$ cat src/sv/apq_pkg.sv
// Package of the active/expired run queue: sizes, entry and control types, codes.
// No dependencies.
package apq_pkg;

   localparam int QUEUE_DEPTH = 16;
   localparam int PRIO_LEVELS = 4;
   localparam int ID_WIDTH = 8;

   localparam int PRIO_W = $clog2(PRIO_LEVELS);
   localparam int CNT_W = $clog2(QUEUE_DEPTH + 1);

   localparam int ID_FIELD_W = 8;
   localparam int PRIO_FIELD_W = 2;
   localparam int STATUS_W = 2;
   localparam int REQ_DATA_W = 16;
   localparam int RSP_DATA_W = 16;

   localparam logic ACT_INSERT = 1'b0;
   localparam logic ACT_TAKE = 1'b1;

   typedef enum logic [STATUS_W-1:0] {
      ST_OK = 2'd0,
      ST_EMPTY = 2'd1,
      ST_FULL = 2'd2
   } status_type;

   typedef struct packed {
      logic [ID_WIDTH-1:0] id;
      logic [PRIO_W-1:0] prio;
   } entry_type;

   typedef struct packed {
      logic ins;
      logic pop;
      logic load_pop;
      logic clear;
   } row_ctrl_type;

endpackage

$ cat src/sv/active_expired_priority_queue.sv
// Active/expired priority run queue: two sorted slot chains and a registered result beat.
// The result beat is registered and appears in the cycle after the request beat is accepted.
// Throughput: one request per cycle if not stalled; every slot compares and shifts at once.
// Reset: synchronous, active high; both queues empty and no result pending.
// Queue contents are not cleared by reset; only the fill counts and result valid are.
// Depends on apq_pkg, apq_row and apq_cell.
module active_expired_priority_queue import apq_pkg::*; (
   input logic clock,
   input logic reset,
   input logic req_tvalid,
   output logic req_tready,
   input logic [REQ_DATA_W-1:0] req_tdata,    // proc_id[7:0], dyn_prio[9:8], expired[10], zero
   input logic req_tuser,                     // action
   output logic rsp_tvalid,
   input logic rsp_tready,
   output logic [RSP_DATA_W-1:0] rsp_tdata,   // out_id[7:0], out_prio[9:8], zero
   output logic [STATUS_W-1:0] rsp_tuser      // status
);

   logic accept;
   logic is_take;
   logic to_expired;
   logic [ID_FIELD_W-1:0] proc_id;
   logic [PRIO_FIELD_W-1:0] dyn_prio;
   entry_type new_entry;

   entry_type act_entries [QUEUE_DEPTH];
   entry_type exp_entries [QUEUE_DEPTH];
   logic [CNT_W-1:0] act_count;
   logic [CNT_W-1:0] exp_count;
   row_ctrl_type act_ctrl;
   row_ctrl_type exp_ctrl;
   logic act_full;
   logic exp_full;

   logic rsp_tvalid_ff;
   logic rsp_tvalid_in;
   logic [RSP_DATA_W-1:0] rsp_tdata_ff;
   logic [RSP_DATA_W-1:0] rsp_tdata_in;
   status_type status_ff;
   status_type status_in;
   entry_type head;

   assign proc_id = req_tdata[ID_FIELD_W-1:0];
   assign dyn_prio = req_tdata[ID_FIELD_W+PRIO_FIELD_W-1:ID_FIELD_W];
   assign to_expired = req_tdata[ID_FIELD_W+PRIO_FIELD_W];
   assign is_take = (req_tuser == ACT_TAKE);

   assign new_entry.id = ID_WIDTH'(proc_id);
   assign new_entry.prio = (int'(dyn_prio) >= PRIO_LEVELS) ? PRIO_W'(PRIO_LEVELS - 1)
                                                           : PRIO_W'(dyn_prio);

   assign req_tready = !rsp_tvalid_ff || rsp_tready;
   assign accept = req_tvalid && req_tready;

   assign act_full = (act_count == CNT_W'(QUEUE_DEPTH));
   assign exp_full = (exp_count == CNT_W'(QUEUE_DEPTH));

   always_comb begin
      act_ctrl = '0;
      exp_ctrl = '0;
      if (accept) begin
         if (!is_take) begin
            act_ctrl.ins = !to_expired && !act_full;
            exp_ctrl.ins = to_expired && !exp_full;
         end else if (act_count != '0) begin
            act_ctrl.pop = 1'b1;
         end else if (exp_count != '0) begin
            act_ctrl.load_pop = 1'b1;
            exp_ctrl.clear = 1'b1;
         end
      end
   end

   apq_row u_active (
      .clock (clock),
      .reset (reset),
      .ctrl (act_ctrl),
      .new_entry (new_entry),
      .other_entries (exp_entries),
      .other_count (exp_count),
      .entries (act_entries),
      .count (act_count)
   );

   apq_row u_expired (
      .clock (clock),
      .reset (reset),
      .ctrl (exp_ctrl),
      .new_entry (new_entry),
      .other_entries (act_entries),
      .other_count (act_count),
      .entries (exp_entries),
      .count (exp_count)
   );

   assign head = (act_count != '0) ? act_entries[0] : exp_entries[0];

   always_comb begin
      status_in = ST_OK;
      rsp_tdata_in = '0;
      if (!is_take) begin
         if ((to_expired && exp_full) || (!to_expired && act_full)) begin
            status_in = ST_FULL;
         end
      end else if (act_count == '0 && exp_count == '0) begin
         status_in = ST_EMPTY;
      end else begin
         rsp_tdata_in = RSP_DATA_W'({PRIO_FIELD_W'(head.prio), ID_FIELD_W'(head.id)});
      end
   end

   assign rsp_tvalid_in = accept || (rsp_tvalid_ff && !rsp_tready);

   always_ff @(posedge clock) begin
      if (reset) begin
         rsp_tvalid_ff <= 1'b0;
      end else begin
         rsp_tvalid_ff <= rsp_tvalid_in;
      end
   end

   always_ff @(posedge clock) begin
      if (accept) begin
         rsp_tdata_ff <= rsp_tdata_in;
         status_ff <= status_in;
      end
   end

   assign rsp_tvalid = rsp_tvalid_ff;
   assign rsp_tdata = rsp_tdata_ff;
   assign rsp_tuser = status_ff;

endmodule

$ cat src/sv/apq_cell.sv
// One queue slot: holds an entry and moves it left, right or in from the other row.
// Depends on apq_pkg.
module apq_cell import apq_pkg::*; (
   input logic clock,
   input row_ctrl_type ctrl,
   input logic valid,
   input entry_type new_entry,
   input entry_type left_entry,
   input logic left_stays,
   input entry_type right_entry,
   input entry_type other_right_entry,
   output entry_type entry,
   output logic stays
);

   entry_type entry_ff;
   entry_type entry_in;

   assign stays = valid && (entry_ff.prio >= new_entry.prio);
   assign entry = entry_ff;

   always_comb begin
      entry_in = entry_ff;
      if (ctrl.ins) begin
         if (!stays) begin
            entry_in = left_stays ? new_entry : left_entry;
         end
      end else if (ctrl.pop) begin
         entry_in = right_entry;
      end else if (ctrl.load_pop) begin
         entry_in = other_right_entry;
      end
   end

   always_ff @(posedge clock) begin
      entry_ff <= entry_in;
   end

endmodule

$ cat src/sv/apq_row.sv
// One sorted run queue built as a chain of slots plus its fill count.
// Depends on apq_pkg and apq_cell.
module apq_row import apq_pkg::*; (
   input logic clock,
   input logic reset,
   input row_ctrl_type ctrl,
   input entry_type new_entry,
   input entry_type other_entries [QUEUE_DEPTH],
   input logic [CNT_W-1:0] other_count,
   output entry_type entries [QUEUE_DEPTH],
   output logic [CNT_W-1:0] count
);

   logic [CNT_W-1:0] count_ff;
   logic [CNT_W-1:0] count_in;
   logic stays [QUEUE_DEPTH];

   assign count = count_ff;

   for (genvar k = 0; k < QUEUE_DEPTH; k++) begin : g_cell
      logic valid;
      entry_type left_entry;
      logic left_stays;
      entry_type right_entry;
      entry_type other_right_entry;

      assign valid = CNT_W'(k) < count_ff;

      if (k == 0) begin : g_first
         assign left_entry = new_entry;
         assign left_stays = 1'b1;
      end else begin : g_inner
         assign left_entry = entries[k-1];
         assign left_stays = stays[k-1];
      end

      if (k == QUEUE_DEPTH - 1) begin : g_last
         assign right_entry = entries[k];
         assign other_right_entry = other_entries[k];
      end else begin : g_body
         assign right_entry = entries[k+1];
         assign other_right_entry = other_entries[k+1];
      end

      apq_cell u_cell (
         .clock (clock),
         .ctrl (ctrl),
         .valid (valid),
         .new_entry (new_entry),
         .left_entry (left_entry),
         .left_stays (left_stays),
         .right_entry (right_entry),
         .other_right_entry (other_right_entry),
         .entry (entries[k]),
         .stays (stays[k])
      );
   end

   always_comb begin
      count_in = count_ff;
      if (ctrl.ins) begin
         count_in = count_ff + 1'b1;
      end else if (ctrl.pop) begin
         count_in = count_ff - 1'b1;
      end else if (ctrl.load_pop) begin
         count_in = other_count - 1'b1;
      end else if (ctrl.clear) begin
         count_in = '0;
      end
   end

   always_ff @(posedge clock) begin
      if (reset) begin
         count_ff <= '0;
      end else begin
         count_ff <= count_in;
      end
   end

endmodule

$ cat config.mk
export PLATFORM = sky130hd
export DESIGN_NAME = active_expired_priority_queue
export DESIGN_NICKNAME = d
export VERILOG_FILES = /design/src/sv/apq_pkg.sv /design/src/sv/active_expired_priority_queue.sv /design/src/sv/apq_cell.sv /design/src/sv/apq_row.sv
export SDC_FILE = /design/constraint.sdc
export NUM_CORES = 1
export LEC_CHECK = 0
export BUFFER_PORTS_ARGS = -buffer_cell sky130_fd_sc_hd__buf_2
export CAP_MARGIN = 10
export CORE_ASPECT_RATIO = 1.4
export CORE_UTILIZATION = 50
export DETAILED_ROUTE_END_ITERATION = 12
export PLACE_DENSITY_LB_ADDON = 0.25
export SETUP_SLACK_MARGIN = 0.02
export SLEW_MARGIN = 5
export SYNTH_ARGS = -nofsm -noshare
export SYNTH_HDL_FRONTEND = slang
export SYNTH_SLANG_ARGS = --single-unit
$ cat constraint.sdc
create_clock -name clock -period 4.6 [get_ports clock]
set_input_delay 0.92 -clock clock [delete_from_list [all_inputs] [get_ports clock]]
set_output_delay 0.92 -clock clock [all_outputs]
set_load 0.05 [all_outputs]
======== Yosys cells after proc, flatten, opt, wreduce, memory -nomap -nowiden ========
Cells that the tools add are included.
word-level totals
  register bits after elaboration ......... 349
  bits of input ports ..................... 21
  output and inout bits ................... 20
  word-level logic and storage cells ...... 373
operators by class
  add/subtract/negate cells ............... 4
  order comparisons ....................... 64
  equality and inequality tests ........... 19
  multiplexer cells ....................... 112
  bitwise operators ....................... 17
  reduce and logical (&&, ||, !) cells .... 87
operator list
  operator             count
  $mux 10              94
  $lt 4x5->1 const A   16
  $ge 2x2->1           32
  $reduce_and 2->1     31
  $lt 3x5->1 const A   8
  $logic_and 1x1->1    39
  $ne 2x2->1 const B   16
  $mux 5               5
  $lt 1x5->1 const A   4
  $lt 2x5->1 const A   4
  $not 1->1            17
  $add 5x1->5 const B  2
  $eq 5x5->1 const B   2
  $logic_not 5->1      2
  $reduce_bool 5->1    2
  $sub 5x1->5 const B  2
  $mux 1               9
  $mux 2               3
  $logic_not 1->1      5
  $reduce_bool 2->1    2
  $logic_or 1x1->1     3
  $mux 3               1
  $reduce_and 3->1     1
  $reduce_bool 3->1    1
  2 further kinds      2

======== Logic depth before layout (Yosys ltp) ========
  word-level depth ........................ 8
  depth in mapped cells ................... 10
  mapped depth without buffers ............ 7

======== By module ========
A second synthesis with hierarchy kept.
second synthesis, totals
  cells, all modules ...................... 2311
  area total of the unflattened synthesis .. 24567.3 um2
modules (own cells, without submodules)
  module                         times used  cells each  area each (um2)  seq. area each (um2)
  apq_cell                       32          64          703.2            300.3
  active_expired_priority_queue  1           78          802.0            380.4
  apq_row at u_expired           1           93          636.9            100.1
  apq_row at u_active            1           92          626.9            100.1

======== Worst setup path after synthesis ========
Ideal clock, no wire load.
  path kind ............................... input-to-reg
  start ................................... input port req_tdata[9]
  end ..................................... register u_active.g_cell[2].u_cell.entry_ff, in the netlist u_active.g_cell[2].u_cell.entry[0] (enable)
  library setup time ...................... 391 ps
  data arrival time ....................... 3350 ps
  setup slack ............................. 859 ps
  stages on the path ...................... 7
  cells stage by stage .................... clkbuf_1 -> inv_1 -> ha_1 -> a21oi_1 -> a21oi_1 -> buf_1 -> o21ai_0
between the ends
  cells in the longest elaborated chain, start to end .. 4
RTL lines
  what                               line                                 text
  start: declaration                 active_expired_priority_queue.sv:12  input logic [REQ_DATA_W-1:0] req_tdata,
  $ge 2x2->1                         apq_cell.sv:19                       assign stays = valid && (entry_ff.prio >= new_entry.prio);
  $logic_and 1x1->1                  apq_cell.sv:19
  $ne 2x2->1 (no source line)        n/a
  $reduce_and 2->1 (no source line)  n/a
  end signal: assignment             apq_cell.sv:36                       entry_ff <= entry_in;
  end: declaration                   apq_cell.sv:16                       entry_type entry_ff;
No other way between the ends.
A chain may end at the register's enable or synchronous reset.

======== Final worst setup path ========
  start ................................... register u_active.count_ff[0], in the netlist u_active.count[0]
  end ..................................... register u_active.g_cell[4].u_cell.entry_ff, in the netlist u_active.g_cell[4].u_cell.entry[3] (enable)
between the ends
  cells in the longest elaborated chain, start to end .. 7
  elaborated cells on any way between the ends .. 14
  those cells by class .................... order compare (1); eq/ne (2); mux (5); reduce/logical (6)
RTL lines
  what                                                                     line                                 text
  start: declaration                                                       apq_row.sv:14                        logic [CNT_W-1:0] count_ff;
  start signal: assignment                                                 apq_row.sv:76                        count_ff <= count_in;
  $eq 5x5->1                                                               active_expired_priority_queue.sv:56  assign act_full = (act_count == CNT_W'(QUEUE_DEPTH));
  $logic_not 1->1                                                          active_expired_priority_queue.sv:64  act_ctrl.ins = !to_expired && !act_full;
  $logic_and 1x1->1                                                        active_expired_priority_queue.sv:64
  $mux 1                                                                   active_expired_priority_queue.sv:63  if (!is_take) begin
  $mux 3                                                                   active_expired_priority_queue.sv:62  if (accept) begin
  $ne 2x2->1 (no source line) / $reduce_bool 3->1 (equally long branches)  n/a
  $reduce_and 2->1 (no source line) *                                      n/a
  end signal: assignment                                                   apq_cell.sv:36
  end: declaration                                                         apq_cell.sv:16
Every way passes the cells marked *; elsewhere a longest branch is shown, timed or not.

==> impl.org <==
** Layout
- Ratio of cells with drive above 1 in the final layout :: around 18%
- Area growth from synthesis to layout :: 9.02%
- For this run, the post-layout net count is about 1,800.
- Once layout is complete, the utilization of the core stands at a little under three fifths.
- The repair_antennas step left the layout with diodes totalling 0.

** Min path
- In this run the worst hold path is classified as register to register.
- Number of stages on the worst hold path :: 1
- Worst hold path startpoint :: u_expired.g_cell[9].u_cell.entry[9]
- Worst min-delay path endpoint :: u_expired.g_cell[10].u_cell.entry[9]

** Critical path
- The startpoint identified for the worst register-to-register timing path is u_active.count[0].
- Kind of end point of the critical path :: register
- The most critical setup path has its startpoint at u_active.count[0].
- Gate family responsible for the most delay along the worst path :: simple AND/OR/NAND/NOR gates
- Crit path max fanout :: between 40 and 50
- STA classifies the critical path startpoint as a register.
- Total buffers and inverters traversed by the critical path :: 2
- Endpoint arrival time on the critical path :: about 4 ns
- Required time worst endpoint :: about 4.8 ns
- Reg-to-reg slack, setup :: just under 0.9 ns
- The setup path with the least slack is of type register to register.
- The endpoint identified for the worst register-to-register timing path is u_active.g_cell[4].u_cell.entry[3].
- Critical path's slowest cell :: sky130_fd_sc_hd__dfxtp_1
- The number of cells on the worst reg-to-reg path is 7.
- Critical-path cell list :: inv_1, ha_1, and4bb_4, nor2_1, nand3_4, o21ai_0, buf_4
- The largest single stage delay on the critical path is about 0.74 ns.

** STA
- Final hold vios :: 0
- The worst path needs ~3.7 ns of the cycle, external delays included.
- Smallest setup slack after layout :: roughly 0.9 ns
- Static timing analysis puts the maximum clock frequency at 269 MHz.
- Clock skew on the completed layout was measured at 0.0256 ns.
- In the finished design, the share of the clock period the worst path needs comes to around four fifths.
- Aggregate negative setup slack :: 0 ns
- At the pin with the least slew margin, the transition time is between 1 and 1.5 ns.
- Max transition margin :: a little under a quarter
- Final Max Slew Viols :: 0
- Setup violations remaining at the end of the flow were counted as 0.
- Unrepaired setup endpoints after global routing :: no

** Status
- The flow ran to the end, and the final reports show no timing, DRC or antenna violations.

** Synth
- For this run, the leading register cell type out of synthesis is sky130_fd_sc_hd__edfxtp_1.
- Ranking of synthesized cells by area :: sky130_fd_sc_hd__edfxtp_1, sky130_fd_sc_hd__mux2i_1, sky130_fd_sc_hd__mux2_2, sky130_fd_sc_hd__a22o_1, sky130_fd_sc_hd__a22oi_1
- Counting flops with a built-in enable in the synthesized netlist gives around 330.
- The top cell type by area accounts for 50.1% of the synthesized area.
- The synthesized netlist occupies a cell area of 19,900 um2.
- Synth cell count leaders :: sky130_fd_sc_hd__edfxtp_1, sky130_fd_sc_hd__mux2i_1, sky130_fd_sc_hd__o21ai_0
- Leading cell type by number of instances after synthesis :: sky130_fd_sc_hd__edfxtp_1
- Synthesized flop and latch total :: ~340
- Sequential cells were found to cover 51.2% of the synthesized design area.
- In this run, distinct cell masters in the synthesized netlist total between 50 and 60.
- Syn Area/Cell :: around 12 um2
- The cell count after synthesis came out at between 1,500 and 2,000.
- Proportion of register bits with asynchronous set or reset after synthesis :: 0%
- Most area-hungry cell type in the Yosys netlist :: sky130_fd_sc_hd__edfxtp_1
- Yosys printed 0 warnings.

** Placed design
- The congestion estimate from routability-driven global placement came to 0.822.
- Detailed placement finished with a half-perimeter wire length of 35,500 um.
- IO Port Bufs :: 29
- Before CTS, the worst setup slack after placement is between 0.5 and 0.6 ns.

** Die
- Top Ports :: slightly above 40
- From bottom edge to top edge, the die measures about 240 um.
- After floorplanning, the core was divided into 86 placement rows.
- Die width :: 171 um
- For this configuration, the core starts out at a cell density of about half.
- Full die area :: about 40,000 um2
- In this run the standard cell core region covers around 39,000 um2.

** Power and ir drop
- The analysis attributes to cell leakage a power of 7.69 nW.
- The worst-case IR drop observed on VDD is 0.526 mV.
- Power Density :: between 400 and 500 nW/um2

** Clocking
- Once the clock tree was built, the setup fixing pass inserted 0 buffers.
- Root Driver :: sky130_fd_sc_hd__clkbuf_16
- In this run, post-CTS hold repair placed 0 buffers.
- The later pin in the worst-skew pair is clocked with a latency of 0.55 ns.
- TritonCTS clock tree :: built
- Cts bufs inserted :: 36
- H-tree levels :: 2
- Number of buffers on the longest clock path :: 3
- CTS saw 343 sinks.
- Number of instances resized during post-cts repair :: 0
- CTS clock-pin slew for the worst setup and hold paths :: around 0.070 ns

** Global route
- Antenna violations before repair :: 2
- The via count of the first global-routing pass is ~15,000.
- Global routing used between 20% and 30% of the available tracks.
- The total overflow left after global routing is 0.
- Wire length of the first global-routing pass :: about 84,000 um
- Entering global routing, the biggest net connects between 100 and 150 pins.

** Detailed routing
- After detailed routing, the number of vias per cell comes to between 6 and 7.
- For this run, design rule violations remaining after detail routing come to 0.
- In this run, the number of DRC markers left after iteration 0 of detailed routing was 1,275.
- Detailed routing inserted a total of approximately 14,000 vias.
- In the final routed layout, each cell accounts on average for around 25 um.
- Total wire length :: between 50,000 and 60,000 um
- DRT antenna net count :: 0
- The pre-antenna-repair detailed-routing pass consisted of 8 iterations.

** Job
- Max capacitance violation total :: 0
[final cells by class]
cell class / instances / area, um2
clock inverters: 14 / 95.1
repair buffers: 102 / 746
multi-input cells: 1130 / 8880
clock buffers: 46 / 960
flip-flops and latches: 343 / 10200
well taps: 528 / 661
fillers: 3342 / 17600
inverters: 46 / 173
[flip-flops by register name, summed over array words and instances (netlist names)]
| name | flops |
|---|---|
| u_active.g_cell.u_cell.entry | 160 |
| rsp_tdata | 10 |
| rsp_tuser | 2 |
| rsp_tvalid | 1 |
| u_active.count | 5 |
| u_expired.g_cell.u_cell.entry | 160 |
| u_expired.count | 5 |
[power breakdown]
group          switching, mW  total, mW  internal, mW  leakage, nW
Clock                   1.22       2.75          1.53        0.508
Sequential             0.223       4.05          3.82         3.17
Combinational           1.58       2.61          1.03         4.01
[stage by stage]
step	total power [mW]	hold WS, ns	std cells	instance area (um2)
2_1_floorplan	5.92	0.546	1685	19900
3_3_place_gp	6.63	0.558	2149	20700
3_5_place_dp	6.68	0.565	2149	20700
4_1_cts	9.42	0.578	2209	21700
5_1_grt	9.79	0.596	2209	21700
6_report	9.41	0.575	2209	21700
[worst max-delay path by stage]
stage | end | slack [ns] | depth (start not counted)
2_1_floorplan | u_active.g_cell[2].u_cell.entry[0] | 0.86 | 7
3_3_place_gp | u_expired.g_cell[1].u_cell.entry[8] | 0.61 | 7
3_5_place_dp | u_expired.g_cell[1].u_cell.entry[6] | 0.58 | 7
5_1_grt | u_active.g_cell[9].u_cell.entry[2] | 0.65 | 8
6_report | u_active.g_cell[4].u_cell.entry[3] | 0.88 | 7
4_1_cts | u_active.g_cell[9].u_cell.entry[5] | 0.94 | 8
[logic make-up (layout without fill, tap and decap cells)]
kind of cell | Yosys count | count (layout) | share of synthesized area (%)
adder cells (fa/ha/maj) | 72 | 72 | 4.52
flip-flops | 343 | 343 | 51.2
multiplexers | 320 | 320 | 17.0
other | 1 | 6 | 0.0188
XOR/XNOR | 5 | 5 | 0.220
AO/OA/AOI/OAI | 539 | 539 | 17.9
buffers and inverters | 212 | 208 | 4.43
AND/OR/NAND/NOR | 188 | 188 | 4.73
[placed cells by master (no fill, tap or decap), drive strengths merged, types with 4 or more instances in the layout]
cell / instances
nor3: 8
mux2i: 180
nand2: 69
inv: 47
conb: 6
dfxtp: 11
a22oi: 131
ha: 72
mux2: 140
nand4: 5
buf: 102
nor2: 42
nand2b: 34
a31oi: 4
edfxtp: 332
clkbuf: 46
nand3: 12
o21ai: 187
clkinv: 10
or3: 4
a22o: 130
a21oi: 72
[per-layer routing]
metal,global-route usage [%],share of wire (%)
met5,0,0
met4,14.0,4.8
met3,2.55,4.9
met2,49.1,52
met1,32.3,38
No activity file was read; power rests on OpenSTA's default activity.
